**config.mk**
```make
export PLATFORM = sky130hd
export DESIGN_NAME = led_matrix_column_renderer
export DESIGN_NICKNAME = d
export VERILOG_FILES = /design/src/hdl/lmcr_pkg.sv /design/src/hdl/lmcr_store.sv /design/src/hdl/lmcr_rotator.sv /design/src/hdl/led_matrix_column_renderer.sv
export SDC_FILE = /design/constraint.sdc
export NUM_CORES = 1
export LEC_CHECK = 0
export BUFFER_PORTS_ARGS = -buffer_cell sky130_fd_sc_hd__buf_2
export CORE_MARGIN = 2
export CORE_UTILIZATION = 35
export DETAILED_ROUTE_END_ITERATION = 12
export SLEW_MARGIN = 5
export SYNTH_ARGS = -nofsm -noshare
export SYNTH_HDL_FRONTEND = slang
export SYNTH_SLANG_ARGS = --single-unit
export TNS_END_PERCENT = 100
```
**constraint.sdc**
```tcl
create_clock -name i_clk -period 6.2 [get_ports i_clk]
set_input_delay 0.93 -clock i_clk [delete_from_list [all_inputs] [get_ports i_clk]]
set_output_delay 0.93 -clock i_clk [all_outputs]
set_load 0.02 [all_outputs]
```
**src/hdl/lmcr_pkg.sv**
```systemverilog
`timescale 1ns / 1ps
package lmcr_pkg;

    localparam logic [2:0] REQ_WRITE  = 3'd0;
    localparam logic [2:0] REQ_RENDER = 3'd1;
    localparam logic [2:0] REQ_CLEAR  = 3'd2;
    localparam logic [2:0] REQ_INIT   = 3'd3;
    localparam logic [2:0] REQ_BRIGHT = 3'd4;

    localparam logic [1:0] CFG_MODULE_COUNT = 2'd0;
    localparam logic [1:0] CFG_MIRROR       = 2'd1;
    localparam logic [1:0] CFG_BRIGHTNESS   = 2'd2;

    localparam logic [7:0] ADDR_ROW0      = 8'd1;
    localparam logic [7:0] ADDR_DECODE    = 8'd9;
    localparam logic [7:0] ADDR_INTENSITY = 8'd10;
    localparam logic [7:0] ADDR_SCANLIM   = 8'd11;
    localparam logic [7:0] ADDR_SHUTDOWN  = 8'd12;
    localparam logic [7:0] ADDR_TEST      = 8'd15;

    localparam logic [2:0] FRAMES_ROWS   = 3'd7;
    localparam logic [2:0] FRAMES_INIT   = 3'd5;
    localparam logic [2:0] FRAMES_BRIGHT = 3'd0;

    typedef logic [7:0][7:0] t_rows;

    typedef struct packed {
        logic       wr_en;
        logic [5:0] wr_addr;
        logic [7:0] wr_data;
        logic       clear;
        logic [5:0] rd_addr;
    } t_store_req;

    function automatic logic [15:0] init_word(input logic [2:0] frame,
                                              input logic [3:0] level);
        logic [15:0] w;
        case (frame)
            3'd0:    w = {ADDR_SHUTDOWN, 8'h00};
            3'd1:    w = {ADDR_TEST, 8'h00};
            3'd2:    w = {ADDR_SCANLIM, 8'h07};
            3'd3:    w = {ADDR_DECODE, 8'h00};
            3'd4:    w = {ADDR_INTENSITY, 4'h0, level};
            3'd5:    w = {ADDR_SHUTDOWN, 8'h01};
            default: w = 16'h0000;
        endcase
        return w;
    endfunction

endpackage

```
**src/hdl/lmcr_store.sv**
```systemverilog
`timescale 1ns / 1ps
module lmcr_store #(
    parameter int DEPTH = 64
) (
    input  logic                  i_clk,
    input  logic                  i_rst_n,
    input  lmcr_pkg::t_store_req  i_req,
    output logic [7:0]            o_rd_data
);
    localparam int AW = $clog2(DEPTH);

    logic [7:0]       r_mem [DEPTH];
    logic [DEPTH-1:0] r_vld;

    always_ff @(posedge i_clk) begin
        if (i_req.wr_en) begin
            r_mem[i_req.wr_addr[AW-1:0]] <= i_req.wr_data;
        end
    end

    always_ff @(posedge i_clk) begin
        if (!i_rst_n || i_req.clear) begin
            r_vld <= '0;
        end else if (i_req.wr_en) begin
            r_vld[i_req.wr_addr[AW-1:0]] <= 1'b1;
        end
    end

    always_ff @(posedge i_clk) begin
        o_rd_data <= r_vld[i_req.rd_addr[AW-1:0]] ? r_mem[i_req.rd_addr[AW-1:0]] : 8'h00;
    end

endmodule

```
**src/hdl/lmcr_rotator.sv**
```systemverilog
`timescale 1ns / 1ps
module lmcr_rotator (
    input  logic                i_clk,
    input  logic                i_shift,
    input  logic [7:0]          i_col,
    output lmcr_pkg::t_rows     o_rows
);
    lmcr_pkg::t_rows r_rows;

    // shift each column bit into its row; column 0 ends up in bit 7
    always_ff @(posedge i_clk) begin
        if (i_shift) begin
            for (int j = 0; j < 8; j++) begin
                r_rows[j] <= {r_rows[j][6:0], i_col[j]};
            end
        end
    end

    assign o_rows = r_rows;

endmodule

```
**src/hdl/led_matrix_column_renderer.sv**
```systemverilog
`timescale 1ns / 1ps
// Column renderer for a chain of cascaded 8x8 LED matrix driver chips.
// Command channel: a request transfers at a clock edge with i_start high and
// o_busy low. Write requests update the column store and leave the block idle.
// Render reads the module's 8 columns from the store (one per cycle)
// and then sends 8 frames; clear, init and brightness send 8, 6 and 1 frames.
// A frame is one word per chip, chip 0 first; o_frame_end marks its last word
// and o_last marks the final word of the request.
// Result words leave one per cycle on o_spi_word with o_valid high for one
// cycle each; the receiver cannot stall them. Each word is registered from
// the emit state; render first loads the columns. A request keeps o_busy
// high until its last word, so no new request is taken before then; this is
// set by the single word sequencer that emits one word per cycle.
// Config channel: i_cfg_valid with o_cfg_ready (always high) writes register
// i_cfg_index: 0 module_count, 1 mirror_enable, 2 brightness.
// Reset (synchronous, active low) clears the column store, sets module_count
// to 1 and the other registers to 0, and returns the sequencer to idle.
module led_matrix_column_renderer #(
    parameter int MAX_MODULES = 8
) (
    input  logic        i_clk,
    input  logic        i_rst_n,
    input  logic        i_start,
    output logic        o_busy,
    input  logic [2:0]  i_req_type,
    input  logic [5:0]  i_column_index,
    input  logic [7:0]  i_column_bits,
    input  logic [2:0]  i_module_index,
    output logic        o_valid,
    output logic [15:0] o_spi_word,
    output logic        o_frame_end,
    output logic        o_last,
    input  logic        i_cfg_valid,
    output logic        o_cfg_ready,
    input  logic [1:0]  i_cfg_index,
    input  logic [3:0]  i_cfg_data
);
    localparam int DEPTH = MAX_MODULES * 8;

    localparam logic [1:0] ST_IDLE = 2'd0;
    localparam logic [1:0] ST_LOAD = 2'd1;
    localparam logic [1:0] ST_EMIT = 2'd2;

    logic [3:0] r_module_count;
    logic       r_mirror;
    logic [3:0] r_brightness;

    logic [1:0] r_state, n_state;
    logic [2:0] r_req, n_req;
    logic [2:0] r_mod, n_mod;
    logic [3:0] r_cnt, n_cnt;
    logic [2:0] r_frame, n_frame;
    logic [2:0] r_chip, n_chip;
    logic [2:0] r_last_frame, n_last_frame;
    logic       r_rd_pend;

    logic        r_valid, n_valid;
    logic [15:0] r_word, n_word;
    logic        r_frame_end, n_frame_end;
    logic        r_last, n_last;

    logic                 chain_ok;
    logic                 accept;
    logic [2:0]           target;
    logic [2:0]           digit;
    logic                 chip_end;
    logic [7:0]           rd_data;
    lmcr_pkg::t_rows      rows;
    lmcr_pkg::t_store_req store_req;

    assign o_cfg_ready = 1'b1;

    always_ff @(posedge i_clk) begin
        if (!i_rst_n) begin
            r_module_count <= 4'd1;
            r_mirror       <= 1'b0;
            r_brightness   <= 4'd0;
        end else if (i_cfg_valid && o_cfg_ready) begin
            case (i_cfg_index)
                lmcr_pkg::CFG_MODULE_COUNT: r_module_count <= i_cfg_data;
                lmcr_pkg::CFG_MIRROR:       r_mirror       <= i_cfg_data[0];
                lmcr_pkg::CFG_BRIGHTNESS:   r_brightness   <= i_cfg_data;
                default: ;
            endcase
        end
    end

    assign chain_ok = (r_module_count != 4'd0) && (r_module_count <= 4'(MAX_MODULES));
    assign accept   = i_start && !o_busy;
    assign target   = r_mirror ? 3'(r_module_count - 4'd1 - {1'b0, r_mod}) : r_mod;
    assign digit    = r_mirror ? 3'(3'd7 - r_frame) : r_frame;
    assign chip_end = ({1'b0, r_chip} == (r_module_count - 4'd1));

    always_comb begin
        store_req.wr_en   = 1'b0;
        store_req.wr_addr = i_column_index;
        store_req.wr_data = i_column_bits;
        store_req.clear   = 1'b0;
        store_req.rd_addr = {r_mod, r_cnt[2:0]};

        n_state      = r_state;
        n_req        = r_req;
        n_mod        = r_mod;
        n_cnt        = r_cnt;
        n_frame      = r_frame;
        n_chip       = r_chip;
        n_last_frame = r_last_frame;

        n_valid     = 1'b0;
        n_word      = r_word;
        n_frame_end = r_frame_end;
        n_last      = r_last;

        case (r_state)
            ST_IDLE: begin
                n_frame = 3'd0;
                n_chip  = 3'd0;
                n_cnt   = 4'd0;
                n_req   = i_req_type;
                n_mod   = i_module_index;
                if (accept && chain_ok) begin
                    case (i_req_type)
                        lmcr_pkg::REQ_WRITE: begin
                            store_req.wr_en = ({1'b0, i_column_index}
                                               < {r_module_count, 3'b000});
                        end
                        lmcr_pkg::REQ_RENDER: begin
                            if ({1'b0, i_module_index} < r_module_count) begin
                                n_state      = ST_LOAD;
                                n_last_frame = lmcr_pkg::FRAMES_ROWS;
                            end
                        end
                        lmcr_pkg::REQ_CLEAR: begin
                            store_req.clear = 1'b1;
                            n_state         = ST_EMIT;
                            n_last_frame    = lmcr_pkg::FRAMES_ROWS;
                        end
                        lmcr_pkg::REQ_INIT: begin
                            n_state      = ST_EMIT;
                            n_last_frame = lmcr_pkg::FRAMES_INIT;
                        end
                        lmcr_pkg::REQ_BRIGHT: begin
                            n_state      = ST_EMIT;
                            n_last_frame = lmcr_pkg::FRAMES_BRIGHT;
                        end
                        default: ;
                    endcase
                end
            end
            ST_LOAD: begin
                if (r_cnt == 4'd8) begin
                    n_state = ST_EMIT;
                end else begin
                    n_cnt = r_cnt + 4'd1;
                end
            end
            ST_EMIT: begin
                n_valid     = 1'b1;
                n_frame_end = chip_end;
                n_last      = chip_end && (r_frame == r_last_frame);
                case (r_req)
                    lmcr_pkg::REQ_RENDER: begin
                        n_word = (r_chip == target)
                               ? {8'(lmcr_pkg::ADDR_ROW0 + {5'b0, digit}), rows[r_frame]}
                               : 16'h0000;
                    end
                    lmcr_pkg::REQ_CLEAR: begin
                        n_word = {8'(lmcr_pkg::ADDR_ROW0 + {5'b0, r_frame}), 8'h00};
                    end
                    lmcr_pkg::REQ_BRIGHT: begin
                        n_word = {lmcr_pkg::ADDR_INTENSITY, 4'h0, r_brightness};
                    end
                    default: begin
                        n_word = lmcr_pkg::init_word(r_frame, r_brightness);
                    end
                endcase
                if (chip_end) begin
                    n_chip = 3'd0;
                    if (r_frame == r_last_frame) begin
                        n_state = ST_IDLE;
                    end else begin
                        n_frame = r_frame + 3'd1;
                    end
                end else begin
                    n_chip = r_chip + 3'd1;
                end
            end
            default: begin
                n_state = ST_IDLE;
            end
        endcase
    end

    always_ff @(posedge i_clk) begin
        if (!i_rst_n) begin
            r_state   <= ST_IDLE;
            r_valid   <= 1'b0;
            r_rd_pend <= 1'b0;
        end else begin
            r_state   <= n_state;
            r_valid   <= n_valid;
            r_rd_pend <= (r_state == ST_LOAD) && (r_cnt != 4'd8);
        end
    end

    always_ff @(posedge i_clk) begin
        r_req        <= n_req;
        r_mod        <= n_mod;
        r_cnt        <= n_cnt;
        r_frame      <= n_frame;
        r_chip       <= n_chip;
        r_last_frame <= n_last_frame;
        r_word       <= n_word;
        r_frame_end  <= n_frame_end;
        r_last       <= n_last;
    end

    lmcr_store #(
        .DEPTH (DEPTH)
    ) u_store (
        .i_clk     (i_clk),
        .i_rst_n   (i_rst_n),
        .i_req     (store_req),
        .o_rd_data (rd_data)
    );

    lmcr_rotator u_rotator (
        .i_clk   (i_clk),
        .i_shift (r_rd_pend),
        .i_col   (rd_data),
        .o_rows  (rows)
    );

    assign o_busy      = (r_state != ST_IDLE);
    assign o_valid     = r_valid;
    assign o_spi_word  = r_word;
    assign o_frame_end = r_frame_end;
    assign o_last      = r_last;

    a_valid_from_emit: assert property (@(posedge i_clk) disable iff (!i_rst_n)
        o_valid |-> $past(r_state == ST_EMIT))
        else $error("word strobed without emit state");

    a_last_ends_frame: assert property (@(posedge i_clk) disable iff (!i_rst_n)
        (o_valid && o_last) |-> o_frame_end)
        else $error("last word not at frame end");

    a_render_goes_busy: assert property (@(posedge i_clk) disable iff (!i_rst_n)
        (accept && chain_ok && (i_req_type == lmcr_pkg::REQ_RENDER)
         && ({1'b0, i_module_index} < r_module_count)) |=> (r_state == ST_LOAD))
        else $error("render transfer did not start column load");

    a_load_silent: assert property (@(posedge i_clk) disable iff (!i_rst_n)
        (r_state == ST_LOAD) |-> !o_valid)
        else $error("word strobed during column load");

    a_idle_after_last: assert property (@(posedge i_clk) disable iff (!i_rst_n)
        (o_valid && o_last) |-> (r_state == ST_IDLE))
        else $error("sequencer still busy after last word");

endmodule
```
Word level (Yosys, flattened, before mapping)
Memory sizes are Yosys's and may differ from the RTL's. A register that Yosys moved wholly into a read port is not among the register bits.
Index checks and enable logic that the tools add are counted.
{"block": "classes", "magnitude_cmp": 7, "bitwise": 1, "n_reduce_logical": 27, "n_mux": 36, "n_addsub": 8, "n_eq_ne": 30}
{"cell": "12-bit case mux with 6 select lines", "count": 1}
{"cell": "64-bit OR", "count": 1}
{"cell": "12-bit case mux with 3 select lines", "count": 1}
{"cell": "8-bit binary-select mux with 3-bit select", "count": 1}
{"cell": "3-bit 2-to-1 mux", "count": 6}
{"cell": "3-bit by 2-bit == test with 1-bit output, second input constant", "count": 5}
{"cell": "6-bit by 7-bit less-than comparator with 1-bit output, second input constant", "count": 2}
{"cell": "2-bit != test, second input constant", "count": 7}
{"cell": "3-bit == test, second input constant", "count": 4}
{"cell": "12-bit 2-to-1 mux", "count": 1}
{"cell": "3-bit case mux with 2 select lines", "count": 2}
{"cell": "3-bit case mux with 4 select lines", "count": 1}
{"cell": "1-bit 2-to-1 mux", "count": 11}
{"cell": "2-bit 2-to-1 mux", "count": 5}
{"cell": "3-bit by 1-bit == test with 1-bit output, second input constant", "count": 3}
{"cell": "1-bit by 3-bit adder with 4-bit output, first input constant", "count": 2}
{"cell": "8-bit 2-to-1 mux", "count": 1}
{"cell": "4-bit case mux with 2 select lines", "count": 1}
{"cell": "2-bit AND reduction", "count": 4}
{"cell": "4-bit nonzero test", "count": 2}
{"cell": "6-bit by 7-bit less-than comparator with 1-bit output", "count": 1}
{"cell": "3-bit by 1-bit adder with 3-bit output, second input constant", "count": 2}
{"cell": "1-bit binary-select mux with 6-bit select", "count": 1}
{"cell": "1-bit demux with 6-bit select", "count": 1}
{"cell": "other kinds (29)", "count": 43}
{"block": "totals", "regBits": 178, "inputBits": 30, "ram_bits": 512, "memories": 1, "word_cells": 134}
{"name": "u_store.r_mem", "words": 64, "word_bits": 8, "read_ports": 1, "rd_ports_with_merged_regs": 1, "wr": 1, "line": "lmcr_store.sv:12", "text": "logic [7:0] r_mem [DEPTH];"}

Depth between registers and ports, before layout
{"block": "depth", "word_depth": 8, "ltp_mapped": 10, "mapped_depth_nobuf": 8}

Modules after synthesis
Synthesis repeated with hierarchy kept, for this count alone.
{"block": "unflattened", "hier_cells": 1483, "hier_area_um2": 27333.7}
{"module": "lmcr_store", "instances": 1, "cells_per_inst": 1138, "area_each_um2": 22430.3, "seq_area_each_um2": 16816.1}
{"module": "led_matrix_column_renderer", "instances": 1, "cells_per_inst": 281, "area_each_um2": 2981.6, "seq_area_each_um2": 1221.2}
{"module": "lmcr_rotator", "instances": 1, "cells_per_inst": 64, "area_each_um2": 1921.8, "seq_area_each_um2": 1921.8}

Worst setup path after synthesis
No wires, ideal clock.
{"block": "synth_path", "path_type": "in2reg", "start": "in i_column_index[4]", "end": "mem u_store.r_mem[28][0], enable pin", "path_buffers": 1, "stages": 6, "t_arrival_ns": 2.417, "path_slack_ns": 3.412, "cell_sequence": "ha_1 a21o_1 a21oi_1 o2111ai_1 clkbuf_1 nor2_1"}
{"block": "synth_via", "elab_chain_cells": 6}
{"item": "start, declared", "line": "led_matrix_column_renderer.sv:26", "text": "input logic [5:0] i_column_index,"}
{"item": "6-bit by 7-bit less-than comparator with 1-bit output", "line": "led_matrix_column_renderer.sv:125", "text": "< {r_module_count, 3'b000});"}
{"item": "1-bit 2-to-1 mux", "line": "led_matrix_column_renderer.sv:122", "text": "case (i_req_type)"}
{"item": "1-bit 2-to-1 mux", "line": "led_matrix_column_renderer.sv:121", "text": "if (accept && chain_ok) begin"}
{"item": "1-bit 2-to-1 mux", "line": "led_matrix_column_renderer.sv:114", "text": "case (r_state)"}
{"item": "1-bit 2-to-1 mux", "line": "lmcr_store.sv:16", "text": "if (i_req.wr_en) begin"}
{"item": "1-bit 2-to-1 mux (not written as such)", "line": "lmcr_store.sv:17", "text": "r_mem[i_req.wr_addr[AW-1:0]] <= i_req.wr_data;"}
{"item": "end, declared", "line": "lmcr_store.sv:12"}
Parallel ways exist; a longest one is shown, timed or not.

Worst setup path in the final report
{"block": "layout_path", "start": "reg r_module_count[1]", "end": "mem u_store.r_mem[30][7], enable pin"}
{"block": "layout_via", "elab_chain_cells": 7, "elab_cells_between_ends": 10}
{"item": "start, declared", "line": "led_matrix_column_renderer.sv:44", "text": "logic [3:0] r_module_count;"}
{"item": "start signal, assigned", "line": "led_matrix_column_renderer.sv:80", "text": "lmcr_pkg::CFG_MODULE_COUNT: r_module_count <= i_cfg_data;"}
{"item": "parallel branches: the longest is 3 deep, another holds 6-bit by 7-bit less-than comparator with 1-bit output"}
{"item": "1-bit 2-to-1 mux (*)", "line": "led_matrix_column_renderer.sv:121"}
{"item": "1-bit 2-to-1 mux (*)", "line": "led_matrix_column_renderer.sv:114"}
{"item": "1-bit 2-to-1 mux (*)", "line": "lmcr_store.sv:16"}
{"item": "1-bit 2-to-1 mux (not written as such) (*)", "line": "lmcr_store.sv:17"}
Mark *: on every way between the ends.

==> impl_metrics.py <==
metrics = {
    "power_and_ir_drop": {
        "power_switching_w": 0.002265,
        "finalPower_w": 0.01043,
        "p_comb_share_pct": 7.1,
        "swShare_pct": 21.71,
        "clkPwrFrac_pct": 43.7,
        "p_per_area_nw_per_um2": 330.4,
        "p_seq_share_pct": 49.2,
        "intPower_w": 0.008167,
        "power_leakage_nw": 9.988,
        "irDropWorstVdd_mv": 0.2007,
    },
    "critical_path": {
        "slowest_delay_ps": 780,
        "reg2reg_depth": 6,
        "crit_path_end_kind": "flop",
        "critPathLaunchType": "flop",
        "critPathRequiredTime_ps": 6420,
        "slowest_stage": "nor2_1",
        "crit_arrival_ps": 3830,
        "worstSetupPathType": "reg -> reg",
        "worstPathCellList": "inv_1, ha_1, a21o_1, a21oi_1, o2111ai_4, nor2_1",
        "path_max_fanout": 19,
    },
    "placement": {
        "place_hpwl_um": 38720,
        "dp.cells": 2611,
        "io_buffers": 45,
        "dp_slack_ps": 2026,
        "place.gp.congestion": 0.8452,
        "placedInstanceArea_um2": 29060,
    },
    "routing": {
        "drc": 0,
        "wirelength_um": 65170,
        "viasPerCell": 5.328,
        "drtPass1Iterations": 5,
        "ant_nets": 0,
        "drt_iter0_markers": 1475,
        "wl_per_cell_um": 23.76,
        "route.vias.total": 14620,
    },
    "clocking": {
        "cts_resized": 0,
        "cts_root_buf": "clkbuf_16",
        "path_clk_slew_ps": 60,
        "cts_post_setup_buffers_inserted": 0,
        "cts_max_level": 3,
        "cts_buffer_depth": 3,
        "clk_latency_ps": 610,
        "cts_made_buffers": 72,
        "cts_tree": "yes",
        "cts_hold_buf": 0,
        "clock_sinks": 693,
    },
    "timing": {
        "slew_headroom_pct": 20.12,
        "max_freq_ghz": 0.2772,
        "period_share_pct": 58.19,
        "drv_slew": 0,
        "finalCriticalPeriod_ps": 3608,
        "fin_skew_ps": 26.04,
        "worst_pin_slew_ps": 1198,
        "hold_viol": 0,
        "setup_slack_ps": 2592,
        "tns_ps": 0,
        "rsz0062_at_grt": "false",
        "setup_viol": 0,
    },
    "synthesis": {
        "seq_area_frac_synth_pct": 71.87,
        "yosysWarnings": 0,
        "synthFlopType": "edfxtp_1",
        "synth_top_area_share_pct": 65.74,
        "synth_most_common_cell": "edfxtp_1",
        "synth_seq_cells": 693,
        "synthArstFlopShare_pct": 0,
        "synthTopCellsByArea": "edfxtp_1, mux4_2, dfxtp_1",
        "synth_top_cell_by_area": "edfxtp_1",
        "syn_area_um2": 27770,
        "avgSynthCellArea_um2": 17.44,
        "synth_edf_count": 608,
        "syn-instance-count": 1592,
        "ys_top_cells_by_count": "edfxtp_1, mux4_2, mux2i_1",
        "post_synth_num_cell_types": 56,
    },
    "grt": {
        "grt_pass1_vias": 14840,
        "gr-total-overflow": 0,
        "grt_start_max_net_pins": 81,
        "antenna_found_initial": 1,
        "grt_pass1_wl_um": 95890,
        "grt.total_usage_pct": 15.81,
    },
    "final_layout": {
        "fin_cells": 2743,
        "drive_gt1_share_pct": 20.26,
        "diodes": 0,
        "nets": 1681,
        "syn_to_final_growth_pct": 13.70,
        "design_area_um2": 31570,
    },
    "floorplanning": {
        "coreArea_um2": 78740,
        "die_x_um": 285.7,
        "die_height_um": 285.7,
        "rows": 103,
        "io_pins": 51,
        "start_util_pct": 35.27,
        "dieArea_um2": 81610,
    },
    "min_path": {
        "hold_path_depth": 0,
        "hp-class": "reg -> reg",
    },
    "run": {
        "maxCapViolCount": 0,
    },
    "run_status": {
        "status": "finished, final reports clean",
    },
}
cell type report:
| class | count | area [um2] |
|---|---|---|
| flip-flops and latches | 693 | 19960 |
| multi-input cells | 784 | 7313 |
| clock inverters | 42 | 530.5 |
| inverters | 21 | 78.83 |
| repair buffers | 63 | 392.9 |
| clock buffers | 90 | 1984 |
| fillers | 7016 | 47170 |
| well taps | 1050 | 1314 |
power groups by stage:
| stage | Sequential [W] | Clock (W) | Combinational (W) |
|---|---|---|---|
| after floorplan | 0.00522 | 0 | 0.000507 |
| final | 0.00514 | 0.00456 | 0.000740 |
| after global placement | 0.00523 | 0 | 0.000733 |
| after global routing | 0.00514 | 0.00482 | 0.000791 |
| after detailed placement | 0.00524 | 0 | 0.000742 |
| after CTS | 0.00514 | 0.00463 | 0.000744 |
flip-flops by register name (all words and copies together) (netlist names):
signal / cells
r_chip: 3
u_store.r_mem: 512
r_req: 3
r_state: 2
r_frame: 3
r_cnt: 4
o_spi_word: 12
u_store.o_rd_data: 8
o_frame_end: 1
u_rotator.o_rows: 64
o_last: 1
r_mod: 3
r_module_count: 4
r_brightness: 4
r_rd_pend: 1
r_mirror: 1
r_last_frame: 2
u_store.r_vld: 64
o_valid: 1
final timing paths:
| kind | start | endpoint | slack, ps |
|---|---|---|---|
| worst max register to register | r_module_count[1]$_SDFFE_PN0P_ | u_store.r_mem[30][7]$_DFFE_PP_ | 2590 |
| worst min register to register | u_store.o_rd_data[2]$_SDFF_PN0_ | u_rotator.o_rows[16]$_DFFE_PP_ | 400 |
| worst min-delay path | u_store.o_rd_data[2]$_SDFF_PN0_ | u_rotator.o_rows[16]$_DFFE_PP_ | 400 |
| worst max-delay path | r_module_count[1]$_SDFFE_PN0P_ | u_store.r_mem[30][7]$_DFFE_PP_ | 2590 |
layout by cell type (no fill, tap or decap), types with 3 or more instances in the layout:
cell,count
edfxtp_1,608
mux4_2,124
mux2i_1,120
nand2_1,102
nor2_1,99
dfxtp_1,84
clkbuf_16,76
o21ai_0,73
o22ai_1,54
buf_2,37
mux2_2,35
buf_4,25
nand3_1,22
inv_1,20
o32ai_1,18
a21oi_1,17
ha_1,15
nand2b_1,13
bufinv_16,12
clkinv_1,11
clkinv_2,11
clkbuf_1,11
nor2b_1,10
and4bb_1,8
xnor2_1,7
nor3_1,7
xor2_1,6
conb_1,5
o211ai_1,4
o2111ai_4,4
o31ai_1,3
a21o_1,3
o221ai_1,3
nor3b_1,3
clkinvlp_4,3
clkbuf_8,3
metal layers:
layer | wire [um] | up-vias | global-route usage [%]
li1 | - | 6395 | -
met1 | 28320 | 7549 | 21.57
met2 | 30990 | 569 | 25.62
met3 | 4255 | 102 | 3.317
met4 | 1605 | 0 | 4.476
met5 | 0 | - | 0
stage by stage:
| step | hold slack [ps] | util, % |
|---|---|---|
| after floorplan | 385.5 | - |
| after global placement | 391.7 | 36.90 |
| after detailed placement | 392.1 | 36.90 |
| after CTS | 405.3 | 40.10 |
| after global routing | 407.5 | 40.10 |
| final | 401.6 | 40.10 |
cell families (layout without fill, tap and decap cells):
family	count (synthesis)	count (layout)	synth area share, %
XOR/XNOR	14	14	0.4956
AND/OR/NAND/NOR	277	277	4.519
adder cells (fa/ha/maj)	16	16	0.7479
AO/OA/AOI/OAI	193	193	4.366
multiplexers	279	279	15.80
flip-flops	693	693	71.87
buffers and inverters	118	216	2.172
other	2	5	0.02704
worst max-delay path: cells and delay by family, from the launching register on:
kind / cells / cell delay, ps
AND/OR/NAND/NOR: 1 / 780
AO/OA/AOI/OAI: 3 / 1640
adder cells (fa/ha/maj): 1 / 310
flip-flops: 1 / 350
buffers and inverters: 1 / 130
No activity file was read; power rests on OpenSTA's default activity.
